[src/vrc_pkg.sv]
// Shared constants, types and helper functions of the voxel ray-cast occupancy block.
package vrc_pkg;

   localparam int MAP_X = 64;
   localparam int MAP_Y = 64;
   localparam int MAP_Z = 16;
   localparam int XW = $clog2(MAP_X);
   localparam int YW = $clog2(MAP_Y);
   localparam int ZW = $clog2(MAP_Z);
   localparam int DEPTH = MAP_X * MAP_Y * MAP_Z;
   localparam int AW = $clog2(DEPTH);

   localparam int CW = 10;
   localparam int PW = CW + 1;
   localparam int MW = 10;
   localparam int NW = 20;
   localparam int DSW = 20;
   localparam int TW = 11;
   localparam int FW = 12;
   localparam logic [FW-1:0] FREED_MAX = '1;

   localparam int OXW = 6;
   localparam int OYW = 6;
   localparam int OZW = 4;
   localparam int NLW = 16;
   localparam int CSR_IW = 2;
   localparam int CSR_DW = 16;

   localparam logic [1:0] ST_UNSEEN = 2'd0;
   localparam logic [1:0] ST_EMPTY = 2'd1;
   localparam logic [1:0] ST_OCCUPIED = 2'd2;
   localparam logic [1:0] ST_FRONTIER = 2'd3;

   typedef enum logic [1:0] {
      MODE_CAST  = 2'd0,
      MODE_READ  = 2'd1,
      MODE_CLEAR = 2'd2,
      MODE_WRITE = 2'd3
   } mode_type;

   typedef enum logic [CSR_IW-1:0] {
      CSR_ORIGIN_X  = 2'd0,
      CSR_ORIGIN_Y  = 2'd1,
      CSR_ORIGIN_Z  = 2'd2,
      CSR_NEAR_SQ   = 2'd3
   } csr_index_type;

   typedef enum logic [1:0] {
      AXIS_X = 2'd0,
      AXIS_Y = 2'd1,
      AXIS_Z = 2'd2
   } axis_type;

   typedef struct packed {
      logic     load;
      logic     clear;
      logic     rd_item;
      logic     cap_rd;
      logic     wr_item;
      logic     mark;
      logic     sq;
      axis_type sq_sel;
      logic     walk;
   } cmd_type;

   typedef struct packed {
      logic clr_last;
      logic near;
      logic walk_end;
   } status_type;

   function automatic logic in_bounds(input logic signed [PW-1:0] x,
                                      input logic signed [PW-1:0] y,
                                      input logic signed [PW-1:0] z);
      return !x[PW-1] && (x < PW'(MAP_X)) &&
             !y[PW-1] && (y < PW'(MAP_Y)) &&
             !z[PW-1] && (z < PW'(MAP_Z));
   endfunction

   function automatic logic [AW-1:0] cell_addr(input logic signed [PW-1:0] x,
                                               input logic signed [PW-1:0] y,
                                               input logic signed [PW-1:0] z);
      return AW'(z[ZW-1:0]) * AW'(MAP_X * MAP_Y) + AW'(y[YW-1:0]) * AW'(MAP_X) +
             AW'(x[XW-1:0]);
   endfunction

endpackage

[src/vrc_ctrl.sv]
// Controller state machine that sequences map accesses, clears and ray walks.
module vrc_ctrl (
   input  logic                clock,
   input  logic                reset,
   input  logic                start,
   input  logic [1:0]          req_mode,
   input  vrc_pkg::status_type status,
   output vrc_pkg::cmd_type    cmd,
   output logic                busy,
   output logic                rsp_valid
);

   typedef enum logic [3:0] {
      S_INIT,
      S_IDLE,
      S_CLEAR,
      S_READ,
      S_RDATA,
      S_WRITE,
      S_MARK,
      S_SQY,
      S_SQZ,
      S_NEAR,
      S_WALK
   } state_type;

   state_type state_ff;
   state_type state_in;
   logic      rsp_valid_in;
   logic      rsp_valid_ff;

   always_comb begin
      state_in = state_ff;
      rsp_valid_in = 1'b0;
      cmd = '0;
      cmd.sq_sel = vrc_pkg::AXIS_X;
      unique case (state_ff)
         S_INIT: begin
            cmd.clear = 1'b1;
            if (status.clr_last) begin
               state_in = S_IDLE;
            end
         end
         S_IDLE: begin
            if (start) begin
               cmd.load = 1'b1;
               unique case (vrc_pkg::mode_type'(req_mode))
                  vrc_pkg::MODE_CAST:  state_in = S_MARK;
                  vrc_pkg::MODE_READ:  state_in = S_READ;
                  vrc_pkg::MODE_CLEAR: state_in = S_CLEAR;
                  vrc_pkg::MODE_WRITE: state_in = S_WRITE;
                  default:             state_in = S_IDLE;
               endcase
            end
         end
         S_CLEAR: begin
            cmd.clear = 1'b1;
            if (status.clr_last) begin
               state_in = S_IDLE;
               rsp_valid_in = 1'b1;
            end
         end
         S_READ: begin
            cmd.rd_item = 1'b1;
            state_in = S_RDATA;
         end
         S_RDATA: begin
            cmd.cap_rd = 1'b1;
            state_in = S_IDLE;
            rsp_valid_in = 1'b1;
         end
         S_WRITE: begin
            cmd.wr_item = 1'b1;
            state_in = S_IDLE;
            rsp_valid_in = 1'b1;
         end
         S_MARK: begin
            cmd.mark = 1'b1;
            cmd.sq = 1'b1;
            cmd.sq_sel = vrc_pkg::AXIS_X;
            state_in = S_SQY;
         end
         S_SQY: begin
            cmd.sq = 1'b1;
            cmd.sq_sel = vrc_pkg::AXIS_Y;
            state_in = S_SQZ;
         end
         S_SQZ: begin
            cmd.sq = 1'b1;
            cmd.sq_sel = vrc_pkg::AXIS_Z;
            state_in = S_NEAR;
         end
         S_NEAR: begin
            if (status.near) begin
               state_in = S_IDLE;
               rsp_valid_in = 1'b1;
            end else begin
               state_in = S_WALK;
            end
         end
         S_WALK: begin
            cmd.walk = 1'b1;
            if (status.walk_end) begin
               state_in = S_IDLE;
               rsp_valid_in = 1'b1;
            end
         end
         default: begin
            state_in = S_INIT;
         end
      endcase
   end

   always_ff @(posedge clock) begin
      if (reset) begin
         state_ff <= S_INIT;
         rsp_valid_ff <= 1'b0;
      end else begin
         state_ff <= state_in;
         rsp_valid_ff <= rsp_valid_in;
      end
   end

   assign busy = (state_ff != S_IDLE);
   assign rsp_valid = rsp_valid_ff;

endmodule

[config.mk]
export PLATFORM = sky130hd
export DESIGN_NAME = vrc_ctrl
export DESIGN_NICKNAME = d
export VERILOG_FILES = /design/src/vrc_pkg.sv /design/src/vrc_ctrl.sv
export SDC_FILE = /design/constraint.sdc
export NUM_CORES = 1
export LEC_CHECK = 0
export ABC_AREA = 1
export ABC_CLOCK_PERIOD_IN_PS = 1450
export BUFFER_PORTS_ARGS = -buffer_cell sky130_fd_sc_hd__clkbuf_2
export CORE_AREA = 2 2 39 41
export DETAILED_ROUTE_END_ITERATION = 6
export DIE_AREA = 0 0 41 43
export GPL_ROUTABILITY_DRIVEN = 0
export PLACE_DENSITY = 0.68
export SLEW_MARGIN = 20
export SYNTH_ARGS = -nofsm -noshare
export SYNTH_HDL_FRONTEND = slang
export SYNTH_SLANG_ARGS = --single-unit
[constraint.sdc]
create_clock -name clock -period 1.45 [get_ports clock]
set_input_delay 0.145 -clock clock [delete_from_list [all_inputs] [get_ports clock]]
set_output_delay 0.145 -clock clock [all_outputs]
set_load 0.1 [all_outputs]
==> results of run 1 <==
layer usage:
layer  track usage (%)  share of wire [%]
met5                 0                  0
met4             6.000                  0
met3             2.094                5.8
met2             27.50                 58
met1             20.32                 36
worst min-delay path by stage:
stage                from                       end  slack, ns
floorplan           reset  state_ff[1]$_SDFFE_PP0P_       0.20
global placement    reset  state_ff[1]$_SDFFE_PP0P_       0.37
detailed placement  reset  state_ff[1]$_SDFFE_PP0P_       0.37
CTS                 reset  state_ff[1]$_SDFFE_PP0P_       0.13
global route        reset  state_ff[1]$_SDFFE_PP0P_       0.13
finish              reset  state_ff[1]$_SDFFE_PP0P_       0.13
what timing repair did:
action	CTS	global route
pin swaps	1	2
gates resized for setup	1	8
setup buffers	2	4
endpoints found under the setup margin	3	4
power groups by stage:
stage                     clock [mW]  sequential, mW  combinational, mW
after detailed placement           0           0.180              0.421
after global placement             0           0.180              0.416
after floorplan                    0           0.187              0.285
final                          0.160           0.178              0.458
after CTS                      0.163           0.177              0.441
after global routing           0.174           0.179              0.480
sequential cells by signal, indices dropped and copies added (netlist names):
register,cells
rsp_valid,1
state_ff,4
Yosys cell counts:
cell type and n:
a21oi_1 1, a21oi_2 1, a31o_1 1, a41oi_1 1, dfxtp_1 5, ha_1 4
inv_1 13, inv_2 4, nand2_1 16, nand2_2 3, nand2_4 1, nand3_1 3
nand3_2 1, nand3b_1 1, nand4_1 2, nor2_1 13, nor2_2 1, nor2_4 1
nor3_1 2
worst register-to-register path, delay by kind of cell (launching register included):
kind,cells,cell delay [ns]
buffers and inverters,3,0.28
AND/OR/NAND/NOR,5,0.46
AO/OA/AOI/OAI,1,0.05
flip-flops,1,0.36
final cells by class:
| cell class | count | area share (%) |
|---|---|---|
| Sequential cell | 5 | 12.05 |
| Multi-Input combinational cell | 52 | 41.77 |
| Timing Repair Buffer | 25 | 32.66 |
| Clock buffer | 4 | 2.811 |
| Tap cell | 16 | 2.142 |
| Inverter | 17 | 8.568 |
kinds of logic after synthesis:
logic type | synth area share (%)
AND/OR/NAND/NOR | 46.30
buffers and inverters | 13.97
flip-flops | 21.92
AO/OA/AOI/OAI | 6.849
adder cells (fa/ha/maj) | 10.96
==> run metrics, run 1 <==
vias in the first global route=538; combinational share of power=57.5%; highest clock rate=706.1 MHz; root buf cell=clkbuf_4; register area share after synthesis=around 22%; dpl cells=approximately 110; worst-path maximum fanout=4; largest net degree at the start of global routing=7; post-synthesis average cell area=6.171 µm²; CTS tree=done; via count=560; Worst Setup End Kind=output pin; Syn-to-layout area delta=104.7%; fill count=104; Ports=20; die height=approximately 43 µm; pre-CTS setup slack=roughly 0.23 ns; Final Hold Fails=0; die width=41 µm; setup TNS=0 ns; crit path cell chain=inv_4, nand2_4, inv_1, nand2_2, clkinvlp_4, buf_12; Startpoint Class=register; Hold Path Stages=2; Detail Route Antenna Nets=0; H-tree Lvls=1; Final min period=1.416 ns; result of the run=complete, no violations; initial antenna violation count=0; Worst Skew=0.0001306 ns; DRT Pass-1 Iters=4; Mapped Cells=74; Final HPWL DP=1060 µm; commonest non-fill, non-tap cells in the layout=11 x nand2_1, 11 x buf_12, 10 x inv_1, 10 x nor2_4, 8 x clkbuf_2; type of the worst setup path=register to output pin; via density per instance=4.706; synthesized area=456.7 µm²; FF-to-FF Start=state_ff[2]$_SDFFE_PP0P_; Area after DPL=839.6 µm²; CTS Hold Bufs=0; average wire per standard cell=10.77 µm; Peak supply drop=roughly 0.00053 V; Tcrit/Tclk final=97.68%; total power=0.7963 mW; required time worst endpoint=1.31 ns; Internal=0.4209 mW; Worst Setup EP=cmd[4]; crit path launch=state_ff[3]$_SDFFE_PP0P_; P_sw=approximately 0.38 mW; PD cells=852.0 nW/µm²; register area=between 100 and 150 µm²; Detailed Route Iter0 Violations=11; RSZ-0062 raised after global routing=true; GRT Util Overall=16.48%; # rows=14; clock sinks=5; post-synth top area share=21.92%; Clk pin slew, worst setup/hold paths=0.04 ns; r2r endpoint=state_ff[1]$_SDFFE_PP0P_; Clk network pwr share=about a fifth; worst hold margin=0.1347 ns; slew of the pin with the lowest slew margin=around 0.54 ns; Area contributors post-synth=dfxtp_1 22%, nand2_1 13%, ha_1 11%, inv_1 11%, nor2_1 11%; area taken by multi-input logic gates=390.4 µm²; Syn. warnings=0; critical path's slowest cell=dfxtp_2; Yosys cell types=19; CP peak stage delay=0.36 ns; DRT Wirelength=between 1000 and 1500 µm; R2R Setup Slk=0.18 ns; Seq cells post-synth=5; I/O Buffers=19; DRC=0; diode count=0; grt ovf=0; critical path arrival=approximately 1.3 ns; Worst path depth=6; clock buffer depth=2; global-route wire length before repair=slightly above 2000 µm; Slew Viols, Final=0; nets=roughly 120; starting density of the core=33.00%; Hold Crit Class=input port to register; CTS Buf Count=3; CP bufs+invs=4; core box area=1384 µm²; Lkg Pwr=0.4335 nW; final number of setup-violating endpoints=0; final cell count without fillers=between 100 and 150; Seq pwr share=22.4%; CP delay by family, top=buffers and inverters; Final Util=67.54%; Clock Latency Late Sink=0.24 ns; worst rel slew slack=64.41%; switching share of power=47.14%; Synth Net Count=86; Yosys top cell by area=dfxtp_1; final instance area=934.6 µm²; share of post-route cells with drive strength above 1=60.19%; R2R depth=9; max cap viols=0; die area=1763 µm²; Worst Setup Slack, final=0.03367 ns
Power figures use the tool's default switching activity.
==> inputs of run 2 (changes only) <==
CELL_PAD_IN_SITES_DETAIL_PLACEMENT = 1   (was not set)
CELL_PAD_IN_SITES_GLOBAL_PLACEMENT = 2   (was not set)
CORE_AREA = not set   (was 2 2 39 41)
CORE_MARGIN = 2   (was not set)
CORE_UTILIZATION = 21   (was not set)
DIE_AREA = not set   (was 0 0 41 43)
PLACE_DENSITY = 0.8   (was 0.68)
==> run 2 against run 1 <==
Compared with the run above:
- worst setup slack got worse by 0.022 ns
- combinational power rose by 6.3%
- critical endpoint is now cmd[9]
- sequential power fell by 5%
==> run metrics, run 2 (same netlist as run 1, synthesis figures left out) <==
result of the run=complete, no violations; r2r endpoint=state_ff[0]$_SDFFE_PP0P_; Largest Register=state_ff; GR Util met3=under 10%; CP peak stage delay=0.36 ns; via density per instance=4.338; Syn-to-layout area delta=118.6%; die width=50.64 µm; clock sinks=5; worst-path maximum fanout=4; CTS Buf Count=3; DRT Pass-1 Iters=2; die height=50.64 µm; CP bufs+invs=3; worst hold margin=about 0.13 ns; Seq pwr share=a little over a fifth; Ports=20; cell mode on critical path=nor2_4; R2R Setup Slk=0.14 ns; P_sw=0.3895 mW; root buf cell=clkbuf_4; CP delay by family, top=flip-flops; FF-to-FF Start=state_ff[1]$_SDFFE_PP0P_; Startpoint Class=register; Worst Skew=between 0.0004 and 0.0005 ns; nets=119; required time worst endpoint=about 1.3 ns; Detail Route Antenna Nets=0; starting density of the core=22.81%; highest clock rate=approximately 700 MHz; commonest non-fill, non-tap cells in the layout=11 x buf_12, 10 x nor2_4, 10 x nand2_1, 9 x inv_1; largest net degree at the start of global routing=6; worst hold path endpoint=state_ff[1]$_SDFFE_PP0P_; switching share of power=47.77%; GRT Util Overall=13.75%; average wire per standard cell=12.90 µm; total power=roughly 0.82 mW; Clk network pwr share=19.5%; via count=roughly 580; R2R depth=7; Hold Path Stages=2; setup TNS=0 ns; core box area=roughly 2000 µm²; RSZ-0062 raised after global routing=true; H-tree Lvls=1; min-delay src=reset; critical path arrival=between 1 and 1.5 ns; global-route wire length before repair=roughly 2700 µm; commonest non-fill, non-tap cell in the layout=buf_12; grt ovf=0; Final min period=1.439 ns; Slew Viols, Final=0; slew of the pin with the lowest slew margin=0.5367 ns; final number of setup-violating endpoints=0; combinational share of power=about three fifths; crit path cell chain=inv_4, nand2_8, nor2_4, inv_6, nor2_4, buf_12; die area=2564 µm²; initial antenna violation count=0; DRC=0; max reg flops=4; Final HPWL DP=1222 µm; Worst Setup End Kind=output pin; met2 usage=a little over a quarter; met1 Usage GRT=15.95%; I/O Buffers=19; vias in the first global route=611; DRT Wirelength=1716 µm; Detailed Route Iter0 Violations=2; Internal=0.4258 mW; Hold Crit Class=input port to register; PD cells=816.6 nW/µm²; GR peak layer=met2; critical path's slowest cell=dfxtp_4; type of the worst setup path=register to output pin; worst rel slew slack=64.37%; Lkg Pwr=0.4737 nW; Clk pin slew, worst setup/hold paths=0.04 ns; Peak supply drop=approximately 0.00062 V; dpl cells=120; Clock Latency Late Sink=between 0.2 and 0.25 ns; final cell count without fillers=133; diode count=0; Final Hold Fails=0; CTS tree=done; Tcrit/Tclk final=99.21%; # rows=16; share of post-route cells with drive strength above 1=~63%; max cap viols=0; clock buffer depth=2; Final Util=49.88%; CTS Hold Bufs=0
[run 2: metrics by stage]
stage          setup WS [ns]  instance area [µm²]
2_1_floorplan        -0.1168                559.3
4_1_cts             -0.03068                933.4
6_report             0.01143                998.5
3_5_place_dp          0.1947                853.3
5_1_grt             -0.06187                998.5
3_3_place_gp          0.1982                853.3
[run 2: how the worst max path moves through the flow]
stage / startpoint / to / slack, ns / cells past startpoint
after global routing: state_ff[3]$_SDFFE_PP0P_ / cmd[9] / -0.06 / 6
after global placement: state_ff[1]$_SDFFE_PP0P_ / cmd[9] / 0.20 / 6
after detailed placement: state_ff[1]$_SDFFE_PP0P_ / cmd[9] / 0.19 / 6
after floorplan: state_ff[0]$_SDFFE_PP0P_ / cmd[3] / -0.12 / 5
final: state_ff[2]$_SDFFE_PP0P_ / cmd[9] / 0.01 / 6
after CTS: state_ff[3]$_SDFFE_PP0P_ / cmd[6] / -0.03 / 6
[run 2: cell type report]
type | count | area, µm²
clock buffers | 4 | 26.28
fillers | 251 | 1003
inverters | 17 | 80.08
multi-input cells | 52 | 411.6
flip-flops and latches | 5 | 115.1
well taps | 27 | 33.78
repair buffers | 28 | 331.6
[run 2: timing repair]
action | CTS | global route
gates resized for setup | 5 | 11
endpoints found under the hold margin | 0 | 0
buffers inserted | 6 | 3
setup endpoints to repair | 4 | 5
pin swaps | 3 | 4
[run 2: power groups by stage]
stage / Sequential, mW / Combinational (mW) / Clock (mW)
after global routing: 0.171 / 0.514 / 0.177
after floorplan: 0.187 / 0.285 / 0
final: 0.169 / 0.487 / 0.159
after global placement: 0.182 / 0.421 / 0
after CTS: 0.169 / 0.467 / 0.170
after detailed placement: 0.182 / 0.425 / 0
[run 2: metal layers]
metal | share of wire [%] | vias to the layer above
met5 | 0 | -
met4 | 0.47 | 0
met3 | 3.2 | 2
met2 | 55 | 13
met1 | 41 | 268
li1 | - | 294
[run 2: worst register-to-register path, delay by kind of cell (launching register included)]
| family | cells | cell delay (ns) |
|---|---|---|
| simple gates | 4 | 0.51 |
| flops | 1 | 0.36 |
| buf+inv | 2 | 0.27 |
| compound gates | 1 | 0.11 |
